## src/hw/rtl/ordered_segment_scatter_mapper_unit_assert.svh

```systemverilog
// ----------------------------------------------------------------------------
// Assertion macros for the ordered segment scatter mapper
// Implication checks sampled on the rising clock edge, off during reset.
// ----------------------------------------------------------------------------
`ifndef ORDERED_SEGMENT_SCATTER_MAPPER_UNIT_ASSERT_SVH
`define ORDERED_SEGMENT_SCATTER_MAPPER_UNIT_ASSERT_SVH

// same-cycle implication
`define OSM_ASSERT_IMP(lbl, clk, rst_n, ante, cons, msg) \
    lbl: assert property (@(posedge clk) disable iff (!(rst_n)) (ante) |-> (cons)) \
        else $error(msg);

// next-cycle implication
`define OSM_ASSERT_NXT(lbl, clk, rst_n, ante, cons, msg) \
    lbl: assert property (@(posedge clk) disable iff (!(rst_n)) (ante) |=> (cons)) \
        else $error(msg);

`endif

```

## src/hw/rtl/osm_pkg.sv

```systemverilog
// ----------------------------------------------------------------------------
// osm_pkg
// Shared types and constants of the ordered segment scatter mapper.
// ----------------------------------------------------------------------------
package osm_pkg;

    localparam int unsigned DEF_TABLE_DEPTH = 16;

    localparam int unsigned FUNC_W = 2;
    localparam int unsigned VOFF_W = 48;
    localparam int unsigned LEN_W  = 32;
    localparam int unsigned COFF_W = 48;
    localparam int unsigned ADDR_W = 64;
    localparam int unsigned TOT_W  = 37;
    localparam int unsigned STAT_W = 3;

    localparam logic [FUNC_W-1:0] FUNC_LOAD   = 2'd0;
    localparam logic [FUNC_W-1:0] FUNC_INGEST = 2'd1;
    localparam logic [FUNC_W-1:0] FUNC_FINAL  = 2'd2;

    typedef enum logic [STAT_W-1:0] {
        ST_OK         = 3'd0,
        ST_FINALIZED  = 3'd1,
        ST_EXCEEDS    = 3'd2,
        ST_OVERLAP    = 3'd3,
        ST_GAP        = 3'd4,
        ST_INCOMPLETE = 3'd5,
        ST_TABLE_FULL = 3'd6
    } t_status;

    // one descriptor table entry
    typedef struct packed {
        logic [VOFF_W-1:0] view_start;
        logic [LEN_W-1:0]  length;
        logic [COFF_W-1:0] dest_off;
        logic [LEN_W-1:0]  written;
    } t_desc;

    // one result item
    typedef struct packed {
        t_status           status;
        logic [ADDR_W-1:0] dest;
        logic [LEN_W-1:0]  plen;
        logic [LEN_W-1:0]  soff;
        logic              last;
    } t_result;

endpackage

```

## src/hw/rtl/osm_desc_ram.sv

```systemverilog
// ----------------------------------------------------------------------------
// osm_desc_ram
// Descriptor table: one write port, one read port, registered read data.
// ----------------------------------------------------------------------------
module osm_desc_ram #(
    parameter int unsigned DEPTH = osm_pkg::DEF_TABLE_DEPTH,
    parameter int unsigned AW    = (DEPTH > 1) ? $clog2(DEPTH) : 1
) (
    input  logic           i_clk,
    input  logic           i_wr_en,
    input  logic [AW-1:0]  i_wr_addr,
    input  osm_pkg::t_desc i_wr_data,
    input  logic           i_rd_en,
    input  logic [AW-1:0]  i_rd_addr,
    output osm_pkg::t_desc o_rd_data
);

    osm_pkg::t_desc mem [DEPTH];
    osm_pkg::t_desc r_q;

    always_ff @(posedge i_clk) begin
        if (i_wr_en) begin
            mem[i_wr_addr] <= i_wr_data;
        end
    end

    always_ff @(posedge i_clk) begin
        if (i_rd_en) begin
            r_q <= mem[i_rd_addr];
        end
    end

    assign o_rd_data = r_q;

endmodule

```

## src/hw/rtl/osm_walker.sv

```systemverilog
// ----------------------------------------------------------------------------
// osm_walker
// Command decode and descriptor walk: reads one entry per cycle while i_slot_free
// is high, splits the segment into pieces and writes the updated written count back.
// ----------------------------------------------------------------------------
`include "ordered_segment_scatter_mapper_unit_assert.svh"

module osm_walker #(
    parameter int unsigned DEPTH = osm_pkg::DEF_TABLE_DEPTH,
    parameter int unsigned AW    = (DEPTH > 1) ? $clog2(DEPTH) : 1,
    parameter int unsigned IW    = $clog2(DEPTH + 1)
) (
    input  logic                         i_clk,
    input  logic                         i_rst_n,
    input  logic                         i_in_valid,
    output logic                         o_in_ready,
    input  logic [osm_pkg::FUNC_W-1:0]   i_func,
    input  logic [osm_pkg::VOFF_W-1:0]   i_voff,
    input  logic [osm_pkg::LEN_W-1:0]    i_len,
    input  logic [osm_pkg::COFF_W-1:0]   i_coff,
    input  logic [osm_pkg::ADDR_W-1:0]   i_base,
    input  logic                         i_slot_free,
    output logic                         o_res_valid,
    output osm_pkg::t_result             o_res,
    output logic                         o_rd_en,
    output logic [AW-1:0]                o_rd_addr,
    input  osm_pkg::t_desc               i_rd_data,
    output logic                         o_wr_en,
    output logic [AW-1:0]                o_wr_addr,
    output osm_pkg::t_desc               o_wr_data
);

    localparam logic [IW-1:0] DEPTH_L = IW'(DEPTH);
    localparam logic [IW-1:0] ONE_L   = IW'(1);

    typedef enum logic [1:0] {
        S_IDLE,
        S_PROC,
        S_ERR
    } t_state;

    t_state                     r_state, n_state;
    logic [IW-1:0]              r_entry_count, n_entry_count;
    logic [IW-1:0]              r_cur_idx, n_cur_idx;
    logic [osm_pkg::TOT_W-1:0]  r_planned, n_planned;
    logic [osm_pkg::TOT_W-1:0]  r_ing, n_ing;
    logic                       r_final, n_final;
    logic [IW-1:0]              r_idx, n_idx;
    logic [osm_pkg::VOFF_W-1:0] r_voff, n_voff;
    logic [osm_pkg::LEN_W-1:0]  r_total, n_total;
    logic [osm_pkg::LEN_W-1:0]  r_proc, n_proc;

    logic                       accept;
    logic                       idx_oob;
    logic [osm_pkg::VOFF_W:0]   expected, absolute;
    logic [osm_pkg::LEN_W-1:0]  rem_desc, rem_data, step, new_wr;
    logic [osm_pkg::TOT_W-1:0]  new_ing;
    logic                       ovf, fin, desc_full, pos_ok;
    logic [IW-1:0]              idx_inc;
    logic [osm_pkg::ADDR_W-1:0] dest;
    osm_pkg::t_desc             q;

    assign q          = i_rd_data;
    assign o_in_ready = (r_state == S_IDLE) && i_slot_free;
    assign accept     = i_in_valid && o_in_ready;

    // per-descriptor step, from the table entry read most recently
    assign idx_oob   = r_idx >= r_entry_count;
    assign expected  = {1'b0, q.view_start} + (osm_pkg::VOFF_W + 1)'(q.written);
    assign absolute  = {1'b0, r_voff} + (osm_pkg::VOFF_W + 1)'(r_proc);
    assign pos_ok    = absolute == expected;
    assign rem_desc  = q.length - q.written;
    assign rem_data  = r_total - r_proc;
    assign step      = (rem_desc < rem_data) ? rem_desc : rem_data;
    assign fin       = step == rem_data;
    assign new_wr    = q.written + step;
    assign desc_full = new_wr == q.length;
    assign new_ing   = r_ing + osm_pkg::TOT_W'(step);
    assign ovf       = new_ing > r_planned;
    assign idx_inc   = r_idx + ONE_L;
    assign dest      = i_base + osm_pkg::ADDR_W'(q.dest_off) + osm_pkg::ADDR_W'(q.written);

    always_comb begin
        n_state       = r_state;
        n_entry_count = r_entry_count;
        n_cur_idx     = r_cur_idx;
        n_planned     = r_planned;
        n_ing         = r_ing;
        n_final       = r_final;
        n_idx         = r_idx;
        n_voff        = r_voff;
        n_total       = r_total;
        n_proc        = r_proc;

        o_res_valid   = 1'b0;
        o_res.status  = osm_pkg::ST_OK;
        o_res.dest    = '0;
        o_res.plen    = '0;
        o_res.soff    = '0;
        o_res.last    = 1'b1;

        o_rd_en       = 1'b0;
        o_rd_addr     = idx_inc[AW-1:0];
        o_wr_en       = 1'b0;
        o_wr_addr     = r_idx[AW-1:0];
        o_wr_data     = q;

        case (r_state)
            S_IDLE: begin
                if (accept) begin
                    case (i_func)
                        osm_pkg::FUNC_LOAD: begin
                            o_res_valid = 1'b1;
                            if (r_final) begin
                                o_res.status = osm_pkg::ST_FINALIZED;
                            end else if (r_entry_count >= DEPTH_L) begin
                                o_res.status = osm_pkg::ST_TABLE_FULL;
                            end else begin
                                o_wr_en              = 1'b1;
                                o_wr_addr            = r_entry_count[AW-1:0];
                                o_wr_data.view_start = i_voff;
                                o_wr_data.length     = i_len;
                                o_wr_data.dest_off   = i_coff;
                                o_wr_data.written    = '0;
                                n_entry_count        = r_entry_count + ONE_L;
                                n_planned            = r_planned + osm_pkg::TOT_W'(i_len);
                            end
                        end
                        osm_pkg::FUNC_INGEST: begin
                            if (r_final) begin
                                o_res_valid  = 1'b1;
                                o_res.status = osm_pkg::ST_FINALIZED;
                            end else if (i_len == '0) begin
                                o_res_valid  = 1'b1;
                            end else if (r_cur_idx >= r_entry_count) begin
                                o_res_valid  = 1'b1;
                                o_res.status = osm_pkg::ST_EXCEEDS;
                            end else begin
                                o_rd_en   = 1'b1;
                                o_rd_addr = r_cur_idx[AW-1:0];
                                n_idx     = r_cur_idx;
                                n_voff    = i_voff;
                                n_total   = i_len;
                                n_proc    = '0;
                                n_state   = S_PROC;
                            end
                        end
                        osm_pkg::FUNC_FINAL: begin
                            o_res_valid = 1'b1;
                            if (r_final) begin
                                o_res.status = osm_pkg::ST_FINALIZED;
                            end else if (r_ing != r_planned) begin
                                o_res.status = osm_pkg::ST_INCOMPLETE;
                            end else begin
                                n_final = 1'b1;
                            end
                        end
                        default: begin
                            // unused code: no result, no change
                        end
                    endcase
                end
            end
            S_PROC: begin
                if (i_slot_free) begin
                    if (idx_oob) begin
                        o_res_valid  = 1'b1;
                        o_res.status = osm_pkg::ST_EXCEEDS;
                        n_state      = S_IDLE;
                    end else if (!pos_ok) begin
                        o_res_valid  = 1'b1;
                        o_res.status = (absolute < expected) ? osm_pkg::ST_OVERLAP
                                                             : osm_pkg::ST_GAP;
                        n_state      = S_IDLE;
                    end else begin
                        o_wr_en           = 1'b1;
                        o_wr_data.written = new_wr;
                        n_ing             = new_ing;
                        n_proc            = r_proc + step;
                        if (step != '0) begin
                            o_res_valid = 1'b1;
                            o_res.dest  = dest;
                            o_res.plen  = step;
                            o_res.soff  = r_proc;
                            o_res.last  = fin && !ovf;
                        end
                        if (ovf) begin
                            // plan overrun: error item follows the piece, or stands alone if the step is empty
                            if (step != '0) begin
                                n_state = S_ERR;
                            end else begin
                                o_res_valid  = 1'b1;
                                o_res.status = osm_pkg::ST_EXCEEDS;
                                n_state      = S_IDLE;
                            end
                        end else if (fin) begin
                            n_cur_idx = desc_full ? idx_inc : r_idx;
                            n_state   = S_IDLE;
                        end else begin
                            // descriptor filled, prefetch the next one
                            n_idx   = idx_inc;
                            o_rd_en = 1'b1;
                        end
                    end
                end
            end
            S_ERR: begin
                if (i_slot_free) begin
                    o_res_valid  = 1'b1;
                    o_res.status = osm_pkg::ST_EXCEEDS;
                    n_state      = S_IDLE;
                end
            end
            default: begin
                n_state = S_IDLE;
            end
        endcase
    end

    always_ff @(posedge i_clk) begin
        if (!i_rst_n) begin
            r_state       <= S_IDLE;
            r_entry_count <= '0;
            r_cur_idx     <= '0;
            r_planned     <= '0;
            r_ing         <= '0;
            r_final       <= 1'b0;
        end else begin
            r_state       <= n_state;
            r_entry_count <= n_entry_count;
            r_cur_idx     <= n_cur_idx;
            r_planned     <= n_planned;
            r_ing         <= n_ing;
            r_final       <= n_final;
        end
        r_idx   <= n_idx;
        r_voff  <= n_voff;
        r_total <= n_total;
        r_proc  <= n_proc;
    end

    `OSM_ASSERT_IMP(a_no_push_when_full, i_clk, i_rst_n, o_res_valid, i_slot_free, "result pushed into a full output register")
    `OSM_ASSERT_IMP(a_count_bound, i_clk, i_rst_n, 1'b1, r_entry_count <= DEPTH_L, "entry count beyond table depth")
    `OSM_ASSERT_IMP(a_cur_idx_bound, i_clk, i_rst_n, r_state == S_IDLE, r_cur_idx <= r_entry_count, "current index past loaded entries")
    `OSM_ASSERT_IMP(a_piece_nonzero, i_clk, i_rst_n, (r_state == S_PROC) && o_res_valid && (o_res.status == osm_pkg::ST_OK), o_res.plen != '0, "empty piece emitted")
    `OSM_ASSERT_NXT(a_ovf_to_err, i_clk, i_rst_n, (r_state == S_PROC) && i_slot_free && !idx_oob && pos_ok && ovf && (step != '0), r_state == S_ERR, "plan overrun without error item")

endmodule

```

## src/hw/rtl/ordered_segment_scatter_mapper_unit.sv

```systemverilog
// Load, finalize: result in the output register in the cycle after accept.
// Ingest: the descriptor read is registered, then S_PROC checks one table entry per cycle
// (running off the loaded entries counts as one), and S_ERR follows when the plan is overrun
// after a piece; a full output register with m_axis_tready low stalls the walk.
// Reset (synchronous, i_rst_n low) clears counts, totals, finalized flag and output
// valid; table entries hold no reset value and are written when loaded.
// ----------------------------------------------------------------------------
// ordered_segment_scatter_mapper_unit
// Scatter-gather descriptor walk: loads descriptors, maps ordered segments
// onto destination pieces, checks ordering and completion.
// ----------------------------------------------------------------------------
module ordered_segment_scatter_mapper_unit #(
    parameter int unsigned TABLE_DEPTH = osm_pkg::DEF_TABLE_DEPTH
) (
    input  logic         i_clk,
    input  logic         i_rst_n,
    input  logic         i_cfg_valid,
    output logic         o_cfg_ready,
    input  logic [63:0]  i_cfg_data,      // base_address
    input  logic         s_axis_tvalid,
    output logic         s_axis_tready,
    input  logic [127:0] s_axis_tdata,    // seg_start[47:0], length[79:48],
                                          // dest_off[127:80]
    input  logic [7:0]   s_axis_tuser,    // func[1:0], zero above
    output logic         m_axis_tvalid,
    input  logic         m_axis_tready,
    output logic [127:0] m_axis_tdata,    // dest_address[63:0], piece_length[95:64],
                                          // segment_offset[127:96]
    output logic [7:0]   m_axis_tuser,    // status[2:0], zero above
    output logic         m_axis_tlast
);

    localparam int unsigned AW = (TABLE_DEPTH > 1) ? $clog2(TABLE_DEPTH) : 1;
    localparam int unsigned IW = $clog2(TABLE_DEPTH + 1);

    logic [osm_pkg::ADDR_W-1:0] r_base;
    logic                       r_ovalid;
    osm_pkg::t_result           r_out;

    logic                       slot_free;
    logic                       res_valid;
    osm_pkg::t_result           res;
    logic                       rd_en, wr_en;
    logic [AW-1:0]              rd_addr, wr_addr;
    osm_pkg::t_desc             rd_data, wr_data;

    assign o_cfg_ready = 1'b1;

    always_ff @(posedge i_clk) begin
        if (!i_rst_n) begin
            r_base <= '0;
        end else if (i_cfg_valid) begin
            r_base <= i_cfg_data;
        end
    end

    // output register; refilled in the cycle it is drained
    assign slot_free = !r_ovalid || m_axis_tready;

    always_ff @(posedge i_clk) begin
        if (!i_rst_n) begin
            r_ovalid <= 1'b0;
        end else if (res_valid) begin
            r_ovalid <= 1'b1;
        end else if (m_axis_tready) begin
            r_ovalid <= 1'b0;
        end
        if (res_valid) begin
            r_out <= res;
        end
    end

    assign m_axis_tvalid = r_ovalid;
    assign m_axis_tdata  = {r_out.soff, r_out.plen, r_out.dest};
    assign m_axis_tuser  = {5'b0, r_out.status};
    assign m_axis_tlast  = r_out.last;

    osm_walker #(
        .DEPTH (TABLE_DEPTH),
        .AW    (AW),
        .IW    (IW)
    ) u_walker (
        .i_clk       (i_clk),
        .i_rst_n     (i_rst_n),
        .i_in_valid  (s_axis_tvalid),
        .o_in_ready  (s_axis_tready),
        .i_func      (s_axis_tuser[1:0]),
        .i_voff      (s_axis_tdata[47:0]),
        .i_len       (s_axis_tdata[79:48]),
        .i_coff      (s_axis_tdata[127:80]),
        .i_base      (r_base),
        .i_slot_free (slot_free),
        .o_res_valid (res_valid),
        .o_res       (res),
        .o_rd_en     (rd_en),
        .o_rd_addr   (rd_addr),
        .i_rd_data   (rd_data),
        .o_wr_en     (wr_en),
        .o_wr_addr   (wr_addr),
        .o_wr_data   (wr_data)
    );

    osm_desc_ram #(
        .DEPTH (TABLE_DEPTH),
        .AW    (AW)
    ) u_desc_ram (
        .i_clk     (i_clk),
        .i_wr_en   (wr_en),
        .i_wr_addr (wr_addr),
        .i_wr_data (wr_data),
        .i_rd_en   (rd_en),
        .i_rd_addr (rd_addr),
        .o_rd_data (rd_data)
    );

endmodule

```

## config.mk

```make
export PLATFORM = sky130hd
export DESIGN_NAME = ordered_segment_scatter_mapper_unit
export DESIGN_NICKNAME = d
export VERILOG_FILES = /design/src/hw/rtl/osm_pkg.sv /design/src/hw/rtl/osm_desc_ram.sv /design/src/hw/rtl/osm_walker.sv /design/src/hw/rtl/ordered_segment_scatter_mapper_unit.sv
export VERILOG_INCLUDE_DIRS = /design/src /design/src/hw/rtl
export SDC_FILE = /design/constraint.sdc
export NUM_CORES = 2
export LEC_CHECK = 0
export BUFFER_PORTS_ARGS = -buffer_cell sky130_fd_sc_hd__buf_2
export CORE_UTILIZATION = 40
export CTS_BUF_LIST = sky130_fd_sc_hd__clkbuf_8
export DETAILED_ROUTE_END_ITERATION = 10
export GPL_ROUTABILITY_DRIVEN = 1
export PLACE_DENSITY = 0.67
export SETUP_SLACK_MARGIN = 0.15
export SLEW_MARGIN = 10
export SYNTH_ARGS = -nofsm -noshare
export SYNTH_HDL_FRONTEND = slang
export SYNTH_HIERARCHICAL = 1
export SYNTH_SLANG_ARGS = --single-unit
```

## constraint.sdc

```tcl
create_clock -name i_clk -period 16.3 [get_ports i_clk]
set_input_delay 3.26 -clock i_clk [delete_from_list [all_inputs] [get_ports i_clk]]
set_output_delay 3.26 -clock i_clk [all_outputs]
set_load 0.05 [all_outputs]
```

* Yosys cells after proc, flatten, opt, wreduce, memory -nomap -nowiden *
Memories as Yosys holds them, arrays and structs flattened. A register that Yosys moved wholly into a read port is not among the register bits.
Cells that the tools add are included.

cells by class
  $add $sub $neg = 12
  reduce and logical (&&, ||, !) cells = 22
  bitwise operators = 10
  eq/ne operators = 20
  muxes and demuxes = 113
  order comparisons = 6

operators by type and width
  operator            number
  $mux 160            4
  $mux 129            3
  $mux 32             12
  $mux 132            1
  $mux 128            1
  $pmux 32 s2         2
  $add 48x32->49      2
  $add 37x32->37      2
  $add 32x32->32      2
  $add 64x32->64      1
  $add 64x48->64      1
  $eq 32x32->1        2
  $sub 32x32->32      2
  $mux 5              11
  $eq 49x49->1        1
  $lt 49x49->1        1
  $mux 4              11
  $gt 37x37->1        1
  $ne 37x37->1        1
  $mux 1              34
  $mux 3              11
  $logic_not 32->1    1
  $lt 32x32->1        1
  $reduce_bool 32->1  1
  29 further kinds    74

word-level totals
  memories kept = 1
  bits of input ports = 205
  memory bits (writable) = 2560
  output and inout port bits = 140
  word-level logic and storage cells = 201
  flip-flop bits (word level) = 401

memories
  memory          depth  width  rd ports  clocked after Yosys merged registers in  wr ports  RTL line            source
  u_desc_ram.mem  16     160    1         1                                        1         osm_desc_ram.sv:18  osm_pkg::t_desc mem [DEPTH];

* Longest topological paths before layout *
  depth after elaboration = 12
  depth in mapped cells = 53
  gate-level depth less buffers = 50

* Hierarchy *
The synthesis kept the hierarchy.

modules (own cells, without submodules)
  module                               times used  cells each  area each (µm²)
  osm_desc_ram                         1           4191        100901.8
  osm_walker                           1           4230        31694.1
  ordered_segment_scatter_mapper_unit  1           350         6538.8

* Worst setup path before layout *
No wires, ideal clock.

  path type = input-to-reg
  start = input port m_axis_tready
  end = memory u_desc_ram/mem[0][0] in the netlist's numbering (enable)
  slack = -1.930 ns
  library setup time = 0.875 ns
  stages on the path = 12
  data required time = 15.425 ns
  data arrival time = 17.355 ns
  path through = nand2b_1 > clkbuf_1 > nor3b_1 > nand2_1 > nor2_1 > nand2_1 > clkbuf_1 > clkbuf_1 > nand2_1 > o21ai_0 > or3b_2 > nor3_1

RTL lines
  item               RTL line                                   source
  start, declared    ordered_segment_scatter_mapper_unit.sv:26  input logic m_axis_tready,
  $logic_or 1x1->1   ordered_segment_scatter_mapper_unit.sv:58  assign slot_free = !r_ovalid || m_axis_tready;
  $logic_and 1x1->1  osm_walker.sv:64                           assign o_in_ready = (r_state == S_IDLE) && i_slot_free;
  net s_axis_tready  ordered_segment_scatter_mapper_unit.sv:21  output logic s_axis_tready,
  $logic_and 1x1->1  osm_walker.sv:65                           assign accept = i_in_valid && o_in_ready;
  $mux 4             osm_walker.sv:110                          if (accept) begin
  $mux 4             osm_walker.sv:108                          case (r_state)
  net wr_addr[2]     ordered_segment_scatter_mapper_unit.sv:44  logic [AW-1:0] rd_addr, wr_addr;
  end, declared      osm_desc_ram.sv:18

The timed path passes the listed nets, and every way through them passes these cells.

* Worst setup path in the final report *
  start = register, netlist name u_desc_ram/o_rd_data[1]
  end = register r_out (netlist bit m_axis_tdata[38]) (enable)

RTL lines
  item                           RTL line                                   source
  $sub 32x32->32 *               osm_walker.sv:72                           assign rem_desc = q.length - q.written;
  $lt 32x32->1                   osm_walker.sv:74                           assign step = (rem_desc < rem_data) ? rem_desc : rem_data;
  $mux 32 *                      osm_walker.sv:74
  $add 37x32->37 *               osm_walker.sv:78                           assign new_ing = r_ing + osm_pkg::TOT_W'(step);
  net u_walker.new_ing, one bit  osm_walker.sv:57                           logic [osm_pkg::TOT_W-1:0] new_ing;
  $gt 37x37->1 *                 osm_walker.sv:79                           assign ovf = new_ing > r_planned;
  $mux 1 *                       osm_walker.sv:187                          if (ovf) begin
  $mux 1 *                       osm_walker.sv:170                          end else if (!pos_ok) begin
  $mux 1 *                       osm_walker.sv:166                          if (idx_oob) begin
  $mux 1 *                       osm_walker.sv:165                          if (i_slot_free) begin
  $pmux 1 s3 *                   osm_walker.sv:108
  net res_valid                  ordered_segment_scatter_mapper_unit.sv:41  logic res_valid;
  end signal, assigned           ordered_segment_scatter_mapper_unit.sv:69  r_out <= res;
  end, declared                  ordered_segment_scatter_mapper_unit.sv:38  osm_pkg::t_result r_out;

The timed path passes the listed nets; every way through them passes the cells marked *.
A chain may end at the register's enable or synchronous reset.

==> results.py <==
metrics = {
    "cells_and_area": {
        "layout.nets": 10081,
        "final_cell_area_um2": 156000,
        "fin_util_pct": 44.9,
        "drive_gt1_share_pct": 19.3,
        "n_fill_cell": 29808,
        "mostFrequentLayoutCells": "edfxtp_1 (2969), nand2_1 (798), mux4_2 (595)",
        "layout_commonest_cell": "edfxtp_1",
        "multi_input_area_um2": 44600,
        "syn2layout_area_growth_pct": 11.8,
        "layout.area.seq_um2": 92200,
    },
    "clock_network": {
        "worstSkewPairLatency_ps": 1090,
        "cts_root_buf": "clkbuf_8",
        "cts_resized": 0,
        "cts_hold_buffers": 0,
        "cts_buffer_depth": 4,
        "cts.clk_slew.worst_paths_ps": 70,
        "cts_sinks": 3121,
        "cts_setup_buffers": 0,
        "cts_tree": "done",
        "numCtsBuffers": 466,
        "h-tree-depth": 5,
    },
    "logic_synthesis": {
        "synth_seq_cells": 3121,
        "avgSynthCellArea_um2": 15.9,
        "ys_seq_area_share_pct": 66.3,
        "synthFlopType": "edfxtp_1",
        "synth.distinct_cells": 101,
        "ys_warn_count": 6,
        "synth_edf_count": 2969,
        "synthArstFlopShare_pct": 0,
        "syn_inst": 8771,
        "syn-cell-area_um2": 139000,
    },
    "floorplanning": {
        "fp-row-count": 216,
        "die_x_um": 592,
        "die_area_um2": 350000,
        "die_h_um": 592,
        "ios": 345,
        "start_util_pct": 40.2,
        "core_area_um2": 346000,
    },
    "setup_path": {
        "critPathLaunchType": "flop",
        "cp.required_ps": 17020,
        "crit_arrival_ps": 14170,
        "rr_worst_depth": 47,
        "r2r_start": "u_desc_ram/o_rd_data[1]",
        "path_max_fanout": 32,
        "endpoint_kind": "flop",
        "crit_type": "reg -> reg",
        "ff2ff_setup_slack_ps": 2850,
        "startpoint": "u_desc_ram/o_rd_data[1]",
        "endpoint": "m_axis_tdata[38]",
        "slowest_delay_ps": 750,
        "timing.rr.end": "m_axis_tdata[38]",
        "cpMaxStageDelayCell": "a21oi_1",
    },
    "global_route": {
        "gr-usage-all-layers_pct": 23.3,
        "met2_usage_pct": 36.8,
        "grt_max_degree": 138,
        "grt.busiest_layer": "met2",
        "grt_pass1_wl_mm": 589,
        "met3_usage_pct": 4.72,
        "met1_usage_pct": 31.7,
        "grt_pass1_vias": 82962,
        "grt_remaining_overflow": 0,
        "antenna_found_initial": 54,
    },
    "sta": {
        "finalCriticalPeriod_ps": 13450,
        "clock_skew_ps": 133,
        "tightestPinTransition_ps": 1400,
        "slew_headroom_pct": 6.93,
        "grt_setup_unrepaired": "no",
        "finalSetupViolCount": 0,
        "slew_viol_final": 0,
        "max_freq_mhz": 74.4,
        "hold_violations": 0,
        "period_share_pct": 82.5,
        "holdWs_ps": 496,
    },
    "power": {
        "clockPowerShare_pct": 39.1,
        "power.switching_w": 0.00349,
        "pwr-share-comb_pct": 3.9,
        "swShare_pct": 22.6,
        "ir_drop_uv": 67.3,
        "sequentialPowerShare_pct": 57.0,
        "powerDensity_nw_per_um2": 99.4,
        "internal_power_w": 0.0120,
        "p_leak_nw": 54.4,
    },
    "detailed_routing": {
        "drt_iter0_drc": 10402,
        "wl_mm": 418,
        "vias_per_cell": 5.89,
        "drcViolationCount": 0,
        "drtPass1Iterations": 6,
        "drtAntennaViolNets": 0,
        "num_vias": 84598,
        "wl_per_cell_um": 29.1,
    },
    "run_status": {
        "run_status": "finished, final reports clean",
    },
    "placement": {
        "dp_hpwl_mm": 259,
        "placed_area_um2": 147000,
        "port_buffers": 332,
        "place_congestion": 0.974,
    },
    "worst_hold_path": {
        "hp-class": "reg -> reg",
    },
    "job": {
        "max-cap-violations": 0,
    },
}
area by class of cell:
class | count | share of cell area [%]
diodes | 25 | 0.0402
clock buffers | 493 | 4.36
clock inverters | 350 | 1.24
inverters | 214 | 0.517
multi-input cells | 5065 | 28.7
flip-flops and latches | 3121 | 59.3
well taps | 4578 | 3.68
repair buffers | 522 | 2.20
power by group through the flow:
| stage | logic (W) | registers, W | clock network [W] |
|---|---|---|---|
| after detailed placement | 0.000582 | 0.00899 | 0 |
| after CTS | 0.000584 | 0.00882 | 0.00614 |
| after global placement | 0.000566 | 0.00899 | 0 |
| after floorplan | 0.000299 | 0.00904 | 0 |
| after global routing | 0.000629 | 0.00882 | 0.00646 |
| final | 0.000595 | 0.00882 | 0.00605 |
state kept, by name, summed over array words and instances, names as in the netlist, 2 cells and up:
| register | cells |
|---|---|
| m_axis_tdata | 128 |
| m_axis_tuser | 3 |
| r_base | 64 |
| u_desc_ram/mem | 2560 |
| u_desc_ram/o_rd_data | 160 |
| u_walker/r_cur_idx | 5 |
| u_walker/r_entry_count | 5 |
| u_walker/r_idx | 5 |
| u_walker/r_ing | 37 |
| u_walker/r_planned | 37 |
| u_walker/r_proc | 32 |
| u_walker/r_state | 2 |
| u_walker/r_total | 32 |
| u_walker/r_voff | 48 |
cells by family (layout without fill, tap and decap cells):
family	Yosys count	in the layout	synth area share, %
flip-flops	3121	3121	66.3
AND/OR/NAND/NOR	1931	1931	6.54
AO/OA/AOI/OAI	1442	1442	6.95
multiplexers	801	801	11.2
buffers and inverters	589	1579	1.89
adder cells (fa/ha/maj)	486	486	4.59
XOR/XNOR	399	399	2.56
other	2	31	0.00540
per-stage QoR:
stage	cells	TNS, ps	setup slack, ps	power [W]
finish	14368	0	2850	0.0155
global route	14351	0	2240	0.0159
CTS	14342	0	3130	0.0155
detailed placement	13499	0	3240	0.00957
global placement	13499	0	3260	0.00955
floorplan	8775	-834720	-1740	0.00934
worst max-delay path, delay by kind of cell (launching register included):
family | cells | cell delay [ps]
AOI/OAI and AO/OA | 28 | 7830
and+or+nand+nor | 9 | 1420
adders and majority gates | 4 | 1370
buffers and inverters | 4 | 1150
DFF | 1 | 730
xor gates and xnor gates | 2 | 510
synth_stat cells (112+ instances only):
cell	number	area share [%]
a21o_1	191	1.0
a21oi_1	335	1.2
a22oi_1	270	1.5
buf_2	112	0.40
clkbuf_1	191	0.52
dfxtp_1	152	2.2
edfxtp_1	2969	64
ha_1	445	4.0
inv_1	213	0.57
mux2i_1	116	0.83
mux4_2	595	9.6
nand2_1	799	2.2
nand3_1	128	0.46
nor2_1	342	0.92
nor2b_1	156	0.70
o21ai_0	248	0.89
xnor2_1	238	1.5
xor2_1	156	0.98
per-layer routing:
layer / vias up / share of wire, %
met3: 739 / 10
met5: - / 0.031
met2: 4538 / 46
li1: 35838 / -
met1: 43463 / 40
met4: 20 / 4.0
how the worst min path moves through the flow:
stage,cells past startpoint,endpoint,start
after CTS,2,u_walker/r_ing[28],u_walker/r_ing[28]
after detailed placement,2,u_walker/r_ing[28],u_walker/r_ing[28]
after floorplan,2,u_walker/r_ing[23],u_walker/r_ing[23]
final,2,u_walker/r_ing[22],u_walker/r_ing[22]
after global routing,2,u_walker/r_ing[22],u_walker/r_ing[22]
after global placement,2,u_walker/r_ing[28],u_walker/r_ing[28]
(Power assumes the default switching activity.)
